--- src/sv/gchg_pkg.sv ---
// ----------------------------------------------------------------------------
// gchg_pkg: shared types and constants of the greedy change dispenser
// beat layouts, note tables, status codes and sequencer states
// ----------------------------------------------------------------------------
`default_nettype none

package gchg_pkg;

  localparam int NOTE_KINDS      = 5;
  localparam int NOTE_IDX_W      = 3;
  localparam int PRICE_W         = 16;
  localparam int PAID_W          = 8;
  localparam int GIVE_W          = 15;
  localparam int STATUS_W        = 2;
  localparam int NOTE_VAL_W      = 6;
  localparam int COUNT_WIDTH_DEF = 16;

  // reciprocal divide: q = (x * ceil(2^21 / d)) >> 21 is exact for x < 2^15, d <= 50
  localparam int RECIP_SHIFT = 21;
  localparam int RECIP_W     = RECIP_SHIFT + 1;

  localparam logic [STATUS_W-1:0] STATUS_ACCEPTED = 2'd0;
  localparam logic [STATUS_W-1:0] STATUS_FAILED   = 2'd1;
  localparam logic [STATUS_W-1:0] STATUS_IGNORED  = 2'd2;

  localparam logic [NOTE_IDX_W-1:0] NOTE_ONE     = 3'd0;
  localparam logic [NOTE_IDX_W-1:0] NOTE_FIVE    = 3'd1;
  localparam logic [NOTE_IDX_W-1:0] NOTE_TEN     = 3'd2;
  localparam logic [NOTE_IDX_W-1:0] NOTE_TWENTY  = 3'd3;
  localparam logic [NOTE_IDX_W-1:0] NOTE_FIFTY   = 3'd4;

  typedef struct packed {
    logic [PRICE_W-1:0] price;
    logic [PAID_W-1:0]  paid_ones;
    logic [PAID_W-1:0]  paid_fives;
    logic [PAID_W-1:0]  paid_tens;
    logic [PAID_W-1:0]  paid_twenties;
    logic [PAID_W-1:0]  paid_fifties;
  } in_item_t;

  typedef struct packed {
    logic [STATUS_W-1:0] status;
    logic [GIVE_W-1:0]   give_ones;
    logic [GIVE_W-1:0]   give_fives;
    logic [GIVE_W-1:0]   give_tens;
    logic [GIVE_W-1:0]   give_twenties;
    logic [GIVE_W-1:0]   give_fifties;
  } out_item_t;

  typedef enum logic [2:0] {
    ST_IDLE,
    ST_SUM,
    ST_DIFF,
    ST_DIV,
    ST_TAKE,
    ST_COMMIT,
    ST_RESULT
  } gchg_state_t;

  function automatic logic [NOTE_VAL_W-1:0] note_value(input logic [NOTE_IDX_W-1:0] idx);
    logic [NOTE_VAL_W-1:0] v;
    unique case (idx)
      NOTE_ONE:    v = 6'd1;
      NOTE_FIVE:   v = 6'd5;
      NOTE_TEN:    v = 6'd10;
      NOTE_TWENTY: v = 6'd20;
      NOTE_FIFTY:  v = 6'd50;
      default:     v = 6'd0;
    endcase
    return v;
  endfunction

  function automatic logic [RECIP_W-1:0] note_recip(input logic [NOTE_IDX_W-1:0] idx);
    logic [RECIP_W-1:0] r;
    unique case (idx)
      NOTE_ONE:    r = 22'd2097152;
      NOTE_FIVE:   r = 22'd419431;
      NOTE_TEN:    r = 22'd209716;
      NOTE_TWENTY: r = 22'd104858;
      NOTE_FIFTY:  r = 22'd41944;
      default:     r = 22'd0;
    endcase
    return r;
  endfunction

endpackage

`default_nettype wire

--- src/sv/greedy_change_dispenser.sv ---
// ----------------------------------------------------------------------------
// greedy_change_dispenser: note inventory with greedy change making
// one purchase per command, change drawn largest note first from the stock
// ----------------------------------------------------------------------------
//
//  channel  ports                   handshake
//  -------  ----------------------  ------------------------------------------
//  input    start, busy, in_item    beat taken on a clock edge with start & !busy
//  result   out_valid, out_item     one-cycle strobe, receiver cannot stall
//
//  a purchase steps from accept to its result strobe: sum the paid notes,
//  form the change, then a divide and a take on the shared reciprocal
//  divider and take unit for each note value (five values), commit the
//  stock, and the result; busy stays high through the result cycle
//  failure paths are shorter: underpaid skips divide, take and commit, ignored
//  skips to the result; reset (synchronous, active low) empties the stock and
//  clears the failure flag; the block comes out of reset idle, with busy low
//
`default_nettype none

module greedy_change_dispenser
  import gchg_pkg::*;
#(
  parameter int COUNT_WIDTH = COUNT_WIDTH_DEF
) (
  input  wire logic      clk,
  input  wire logic      rst_n,
  input  wire logic      start,
  output      logic      busy,
  input  wire in_item_t  in_item,
  output      logic      out_valid,
  output      out_item_t out_item
);

  localparam int CMP_W   = (COUNT_WIDTH > GIVE_W) ? COUNT_WIDTH : GIVE_W;
  localparam int PROD_W  = GIVE_W + RECIP_W;
  localparam int TPROD_W = GIVE_W + NOTE_VAL_W;
  localparam int UPD_W   = COUNT_WIDTH + 1;

  // sequencer
  gchg_state_t state_r, state_nxt;

  // captured purchase and working registers
  in_item_t               in_r;
  logic [PRICE_W-1:0]     paid_total_r;
  logic [GIVE_W-1:0]      change_r;
  logic [GIVE_W-1:0]      quot_r;
  logic [NOTE_IDX_W-1:0]  k_r;
  logic [GIVE_W-1:0]      give_r [NOTE_KINDS];
  logic [STATUS_W-1:0]    status_r;

  // persistent state
  logic [COUNT_WIDTH-1:0] inv_r [NOTE_KINDS];
  logic                   failed_r;

  // paid counts as an array, order 1, 5, 10, 20, 50
  logic [PAID_W-1:0] paid [NOTE_KINDS];
  assign paid[0] = in_r.paid_ones;
  assign paid[1] = in_r.paid_fives;
  assign paid[2] = in_r.paid_tens;
  assign paid[3] = in_r.paid_twenties;
  assign paid[4] = in_r.paid_fifties;

  // weighted sum of the paid notes, at most 21930
  logic [PRICE_W-1:0] paid_sum;
  always_comb begin
    paid_sum = '0;
    for (int i = 0; i < NOTE_KINDS; i++) begin
      paid_sum = paid_sum + PRICE_W'(paid[i]) * PRICE_W'(note_value(NOTE_IDX_W'(i)));
    end
  end

  // shared divider: change / note value by reciprocal multiply
  logic [PROD_W-1:0] div_prod;
  assign div_prod = PROD_W'(change_r) * PROD_W'(note_recip(k_r));

  // take unit: bounded by the stock, then pulled from the remaining change
  logic [GIVE_W-1:0]  take;
  logic [TPROD_W-1:0] take_amt;
  always_comb begin
    if (CMP_W'(quot_r) <= CMP_W'(inv_r[k_r])) begin
      take = quot_r;
    end else begin
      take = GIVE_W'(inv_r[k_r]);
    end
    take_amt = TPROD_W'(take) * TPROD_W'(note_value(k_r));
  end

  // stock update per note lane, saturating at the counter max
  logic [COUNT_WIDTH-1:0] inv_upd [NOTE_KINDS];
  always_comb begin
    for (int i = 0; i < NOTE_KINDS; i++) begin
      logic [UPD_W-1:0] s;
      s = UPD_W'(inv_r[i]) - UPD_W'(give_r[i]) + UPD_W'(paid[i]);
      if (s[COUNT_WIDTH]) begin
        inv_upd[i] = '1;
      end else begin
        inv_upd[i] = s[COUNT_WIDTH-1:0];
      end
    end
  end

  // next state
  always_comb begin
    state_nxt = state_r;
    unique case (state_r)
      ST_IDLE: begin
        if (start) begin
          state_nxt = failed_r ? ST_RESULT : ST_SUM;
        end
      end
      ST_SUM:    state_nxt = ST_DIFF;
      ST_DIFF: begin
        state_nxt = (paid_total_r < in_r.price) ? ST_RESULT : ST_DIV;
      end
      ST_DIV:    state_nxt = ST_TAKE;
      ST_TAKE: begin
        state_nxt = (k_r == NOTE_ONE) ? ST_COMMIT : ST_DIV;
      end
      ST_COMMIT: state_nxt = ST_RESULT;
      ST_RESULT: state_nxt = ST_IDLE;
      default:   state_nxt = ST_IDLE;
    endcase
  end

  // outputs
  always_comb begin
    busy                   = (state_r != ST_IDLE);
    out_valid              = (state_r == ST_RESULT);
    out_item.status        = status_r;
    out_item.give_ones     = give_r[0];
    out_item.give_fives    = give_r[1];
    out_item.give_tens     = give_r[2];
    out_item.give_twenties = give_r[3];
    out_item.give_fifties  = give_r[4];
  end

  // control state
  always_ff @(posedge clk) begin
    if (!rst_n) begin
      state_r  <= ST_IDLE;
      failed_r <= 1'b0;
      for (int i = 0; i < NOTE_KINDS; i++) begin
        inv_r[i] <= '0;
      end
    end else begin
      state_r <= state_nxt;
      unique case (state_r)
        ST_DIFF: begin
          if (paid_total_r < in_r.price) begin
            failed_r <= 1'b1;
          end
        end
        ST_COMMIT: begin
          // leftover change means the stock could not make it exactly
          if (change_r != '0) begin
            failed_r <= 1'b1;
          end else begin
            for (int i = 0; i < NOTE_KINDS; i++) begin
              inv_r[i] <= inv_upd[i];
            end
          end
        end
        default: begin
        end
      endcase
    end
  end

  // datapath
  always_ff @(posedge clk) begin
    unique case (state_r)
      ST_IDLE: begin
        if (start) begin
          in_r     <= in_item;
          status_r <= STATUS_IGNORED;
          for (int i = 0; i < NOTE_KINDS; i++) begin
            give_r[i] <= '0;
          end
        end
      end
      ST_SUM: begin
        paid_total_r <= paid_sum;
      end
      ST_DIFF: begin
        // paid total fits 15 bits, so does the change
        change_r <= GIVE_W'(paid_total_r - in_r.price);
        status_r <= STATUS_FAILED;
        k_r      <= NOTE_FIFTY;
      end
      ST_DIV: begin
        quot_r <= div_prod[RECIP_SHIFT +: GIVE_W];
      end
      ST_TAKE: begin
        give_r[k_r] <= take;
        change_r    <= change_r - GIVE_W'(take_amt);
        k_r         <= k_r - NOTE_IDX_W'(1);
      end
      ST_COMMIT: begin
        if (change_r != '0) begin
          status_r <= STATUS_FAILED;
          for (int i = 0; i < NOTE_KINDS; i++) begin
            give_r[i] <= '0;
          end
        end else begin
          status_r <= STATUS_ACCEPTED;
        end
      end
      default: begin
      end
    endcase
  end

endmodule

`default_nettype wire

--- config.mk ---
export PLATFORM = sky130hd
export DESIGN_NAME = greedy_change_dispenser
export DESIGN_NICKNAME = d
export VERILOG_FILES = /design/src/sv/gchg_pkg.sv /design/src/sv/greedy_change_dispenser.sv
export SDC_FILE = /design/constraint.sdc
export NUM_CORES = 2
export LEC_CHECK = 0
export BUFFER_PORTS_ARGS = -buffer_cell sky130_fd_sc_hd__buf_2
export CORE_MARGIN = 2
export CORE_UTILIZATION = 55
export CTS_CLUSTER_SIZE = 10
export DETAILED_ROUTE_END_ITERATION = 7
export MAX_ROUTING_LAYER = met4
export PLACE_DENSITY = 0.73
export SLEW_MARGIN = 10
export SYNTH_ARGS = -nofsm -noshare
export SYNTH_HDL_FRONTEND = slang
export SYNTH_SLANG_ARGS = --single-unit
--- constraint.sdc ---
create_clock -name clk -period 10.86 [get_ports clk]
set_clock_uncertainty 0.1 [all_clocks]
set_input_delay 1.629 -clock clk [delete_from_list [all_inputs] [get_ports clk]]
set_output_delay 1.629 -clock clk [all_outputs]
set_load 0.03 [all_outputs]
# After elaboration in Yosys (flattened, before gate mapping)
# Memories as Yosys holds them, arrays and structs flattened. A register that Yosys moved wholly into a read port is not among the register bits.
# Cells that the tools add are included.
[word_totals] mem_count=2 output_inout_bits=79 mem_bits_rw=155 reg_bits=110
[classes] eq_ne=13 n_lt_le_gt_ge=2 n_mul=6 add_sub_neg=17 mux=48 bitwise=10 reduce_logical=11
[memory_table] name="inv_r" words=5 width=16 read_ports=6 rd_ports_with_merged_regs=1 wr=5 line="greedy_change_dispenser.sv:53" text="logic [COUNT_WIDTH-1:0] inv_r [NOTE_KINDS];"
[memory_table] name="give_r" words=5 width=15 read_ports=5 rd_ports_with_merged_regs=0 wr=5 line="greedy_change_dispenser.sv:49" text="logic [GIVE_W-1:0] give_r [NOTE_KINDS];"
[ops] op="16-bit 2-to-1 mux" n=10
[ops] op="22-bit one-hot mux with 5 select lines" n=1
[ops] op="15-bit 2-to-1 mux" n=7
[ops] op="17-bit by 8-bit adder with 17-bit output" n=5
[ops] op="16-bit by 15-bit subtractor with 17-bit output" n=5
[ops] op="15-bit by 22-bit multiplier with 36-bit output" n=1
[ops] op="8-bit by 3-bit multiplier with 11-bit output, second input constant" n=3
[ops] op="15-bit one-hot mux with 2 select lines" n=1
[ops] op="6-bit one-hot mux with 5 select lines" n=1
[ops] op="15-bit subtractor" n=2
[ops] op="3-bit 2-to-1 mux" n=6
[ops] op="3-bit one-hot mux with 6 select lines" n=1
[ops] op="1-bit 2-to-1 mux" n=17
[ops] op="15-bit by 16-bit less-or-equal comparator with 1-bit output" n=1
[ops] op="15-bit by 16-bit < comparator with 1-bit output" n=1
[ops] op="14-bit by 14-bit adder with 15-bit output" n=1
[ops] op="15-bit by 6-bit multiplier with 15-bit output" n=1
[ops] op="15-bit nonzero test" n=1
[ops] op="15-bit OR reduction" n=1
[ops] op="13-bit by 13-bit adder with 14-bit output" n=1
[ops] op="12-bit by 12-bit adder with 13-bit output" n=1
[ops] op="8-bit by 5-bit multiplier with 13-bit output, second input constant" n=1
[ops] op="8-bit by 11-bit adder with 12-bit output" n=1
[ops] op="3-bit by 2-bit equality test with 1-bit output, second input constant" n=4
[ops] op="other kinds (14)" n=33

# Logic depth before layout (Yosys ltp)
[depth] ltp_word=6 mapped_depth=35 mapped_depth_nobuf=31

# Worst setup path after synthesis
# Ideal clock, no wire load.
[synth_timing] kind="register to register" start="register (tool-made name)" end="register change_r[14], data pin" setup_slack_ns=3.133 path_stages_with_launch=30 arrival_time_ns=7.491 n_path_buf=4 cell_sequence="dfxtp_1 > buf_2 > buf_2 > mux4_2 > o21ai_0 > inv_1 > ha_1 > nand2_1 > or4_4 > o2111ai_2 > nor2b_1 > buf_4 > buf_2 > mux2i_1 > nand2b_1 > fa_1 > fa_1 > fa_1 > inv_1 > fa_1 > inv_1 > ha_1 > a21oi_1 > nand2_1 > a311o_1 > nand3_1 > a31oi_1 > a211o_1 > mux2_2 > nand3_1"
[synth_lines] item="to (signal assigned)" line="greedy_change_dispenser.sv:187" text="change_r <= GIVE_W'(paid_total_r - in_r.price);"
[synth_lines] item="to (signal assigned)" line="greedy_change_dispenser.sv:196" text="change_r <= change_r - GIVE_W'(take_amt);"
[synth_lines] item="to (decl)" line="greedy_change_dispenser.sv:46" text="logic [GIVE_W-1:0] change_r;"

==> out/summary.log <==
qor: run_status.status finished, final reports clean
qor: critical_path.startpoint_type flop
qor: final_layout.multi_input_comb_area 0.0193 mm²
qor: final_layout.syn2layout_area_growth 8.59%
qor: synth.yosysTopAreaCell edfxtp_1
qor: synth.yosysMostFrequentCell inv_1
qor: floorplanning.boundaryPins 138
qor: clock_network.cts_made_buffers 35
qor: final_layout.final_net_count 3922
qor: synth.synth_flop_cell edfxtp_1
qor: synth.synth_top_cells_by_area edfxtp_1, fa_1, ha_1
qor: clock_network.cts_htree_levels 2
qor: global_route.grt_first_pass_wirelength 132000 µm
qor: sta.finalSetupTns 0 ns
qor: route.route.detailed.wl_per_inst 22.1 µm
qor: clock_network.ctsResizeCount 0
qor: synth.synth.ff_latch_count 268
qor: floorplanning.start_util 55.8%
qor: sta.maxSlewHeadroom 16.5%
qor: sta.rsz0062_at_grt false
qor: synth.synthesis.area 0.0301 mm²
qor: synth.synth.cells.most_frequent inv_1, ha_1, fa_1, edfxtp_1, nor2_1
qor: route.first_pass_iteration_count_of_the_detailed_router 6
qor: route.drt_iter0_markers 1863
qor: floorplanning.floorplan.core_area 0.0539 mm²
qor: synth.synth_cells 3009
qor: placement.gp_congestion 0.960
qor: clock_network.clock_latency 0.56 ns
qor: route.antenna_left 0
qor: route.drc_errors 0
qor: worst_hold_path.timing.hold.worst.class reg2reg
qor: sta.timing.fmax 111 MHz
qor: clock_network.cts-hold-fix-buffers 0
qor: synth.yosysWarningCount 0
qor: sta.max_slew.worst_pin.slew 1.25 ns
qor: synth.async_reset_ff_share 0%
qor: global_route.grt_antenna_before_repair 0
qor: placement.buffers_on_ports 137
qor: sta.finalHoldViolCount 0
qor: synth.synthDistinctLibCells 67
qor: global_route.gr-total-overflow 0
qor: placement.hpwlAfterDp 70000 µm
qor: route.avgViaCountPerCell 5.70
qor: final_layout.layout.filler_cells 4533
qor: clock_network.cts.clk_slew.worst_paths 0.06 ns
qor: floorplanning.chipWidth 238 µm
qor: critical_path.cp_max_fo 19
qor: synth.synth.avg_cell_area 10.0 µm²
qor: synth.synth_nets 3789
qor: critical_path.critical_path_required 11.17 ns
qor: sta.finalCriticalPeriod 9.05 ns
qor: final_layout.final_cells 3859
qor: final_layout.post_route_cells_drive_above_1_share 8.16%
qor: clock_network.tritoncts built
qor: synth.synth-edff-count 261
qor: clock_network.cts-root-buf clkbuf_16
qor: placement.dp.cells 3801
qor: global_route.grt_max_degree 76
qor: clock_network.cts_num_sinks 268
qor: route.totalWireLength 85200 µm
qor: clock_network.post_cts_setup_repair_buffer_count 0
qor: sta.count_of_final_setup_violators 0
qor: clock_network.ctsLongestPathBuffers 3
qor: sta.final_min_period_over_clock_period 83.3%
qor: critical_path.critPathCaptureType flop
qor: final_layout.regArea 0.00798 mm²
qor: critical_path.class_of_the_most_critical_setup_path reg2reg
qor: floorplanning.fp-row-count 85
qor: floorplanning.floorplan.die_area 0.0566 mm²
qor: synth.yosys.area.top_type_share 26.1%
qor: critical_path.worst-endpoint-arrival 9.36 ns
qor: floorplanning.fp.dieH 238 µm
qor: final_layout.antenna_cells_inserted 0
qor: route.vias 22.0k
qor: global_route.first_global_vias 22.9k
qor: run.max_cap_violations 0
qor: global_route.grt_util_all_layers 32.0%
qor: synth.share_of_the_yosys_chip_area_belonging_to_registers 26.5%
qor: sta.timing.final.max_slew_violations 0
qor: sta.timing.hold.ws 0.568 ns
==> placed cells by master (no fill, tap or decap), types with 67 or more instances in the layout <==
master / netlist / layout
inv_1: 690 / 690
ha_1: 361 / 361
fa_1: 360 / 360
edfxtp_1: 261 / 261
nor2_1: 239 / 237
nand2_1: 188 / 187
a21oi_1: 165 / 165
buf_2: 8 / 137
xnor2_1: 92 / 91
o21a_1: 67 / 67
==> per-stage QoR <==
stage | cell area (µm²) | utilization (%) | setup slack (ns)
after CTS | 32700 | 60.6 | 1.88
after global placement | 31600 | 58.6 | 2.15
after detailed placement | 31600 | 58.6 | 1.92
after floorplan | 30100 | - | 3.13
final | 32700 | 60.6 | 1.81
after global routing | 32700 | 60.6 | 1.27
==> final timing paths <==
check / start / to / slack (ns) / cells after the start
worst max-delay path: flop / change_r[14] / 1.81 / 24
worst min-delay path: failed_r / failed_r / 0.57 / 3
worst max register to register: flop / change_r[14] / 1.81 / 24
worst min register to register: failed_r / failed_r / 0.57 / 3
==> registers in the layout (all words and copies together), names as in the netlist, 2 cells and up, named ones only <==
| signal | count |
|---|---|
| inv_r | 80 |
| quot_r | 15 |
| k_r | 3 |
| paid_total_r | 15 |
| give_r | 75 |
| change_r | 15 |
| status_r | 2 |
| state_r | 3 |
| in_r | 56 |
==> layer usage <==
layer  vias up  GRT usage [%]  wire, µm
met1     10900           43.7     36200
li1      10000              -         -
met4         0           9.72      2650
met2       970           48.9     39000
met3       153           5.85      7450
met5         -              -         0
==> layout make-up <==
class,count,area share (%)
clock buffers,47,2.85
clock inverters,11,0.368
inverters,693,7.96
multi-input cells,1980,59.0
flip-flops and latches,268,24.4
well taps,696,2.67
repair buffers,164,2.72
==> cell families after synthesis <==
group | Yosys count | synth area share [%]
buffers and inverters | 761 | 9.54
adders and majority gates | 721 | 39.0
and+or+nand+nor | 638 | 9.49
AOI/OAI and AO/OA | 430 | 8.96
DFF | 268 | 26.5
xor gates and xnor gates | 146 | 4.30
muxes | 45 | 2.21
==> critical path, cell delays in order, from the launching register on <==
cell	delay, ns
dfxtp_1	1.03
mux4_2	0.60
mux2i_1	0.39
ha_1	0.24
nand4_1	0.13
or4_4	0.54
o2111ai_2	0.22
nand2b_1	0.39
o21ai_0	0.82
nand2_1	0.16
fa_1	0.51
fa_1	0.54
fa_1	0.57
inv_1	0.06
fa_1	0.49
inv_1	0.04
ha_1	0.34
a21oi_1	0.36
nand2_1	0.08
a311o_1	0.31
nand3_1	0.14
a31oi_1	0.19
a211o_1	0.28
mux2_2	0.27
nand3_1	0.08
Power is not shown: default switching activity piles up to over one toggle a cycle in this logic, so the estimate is an artifact.
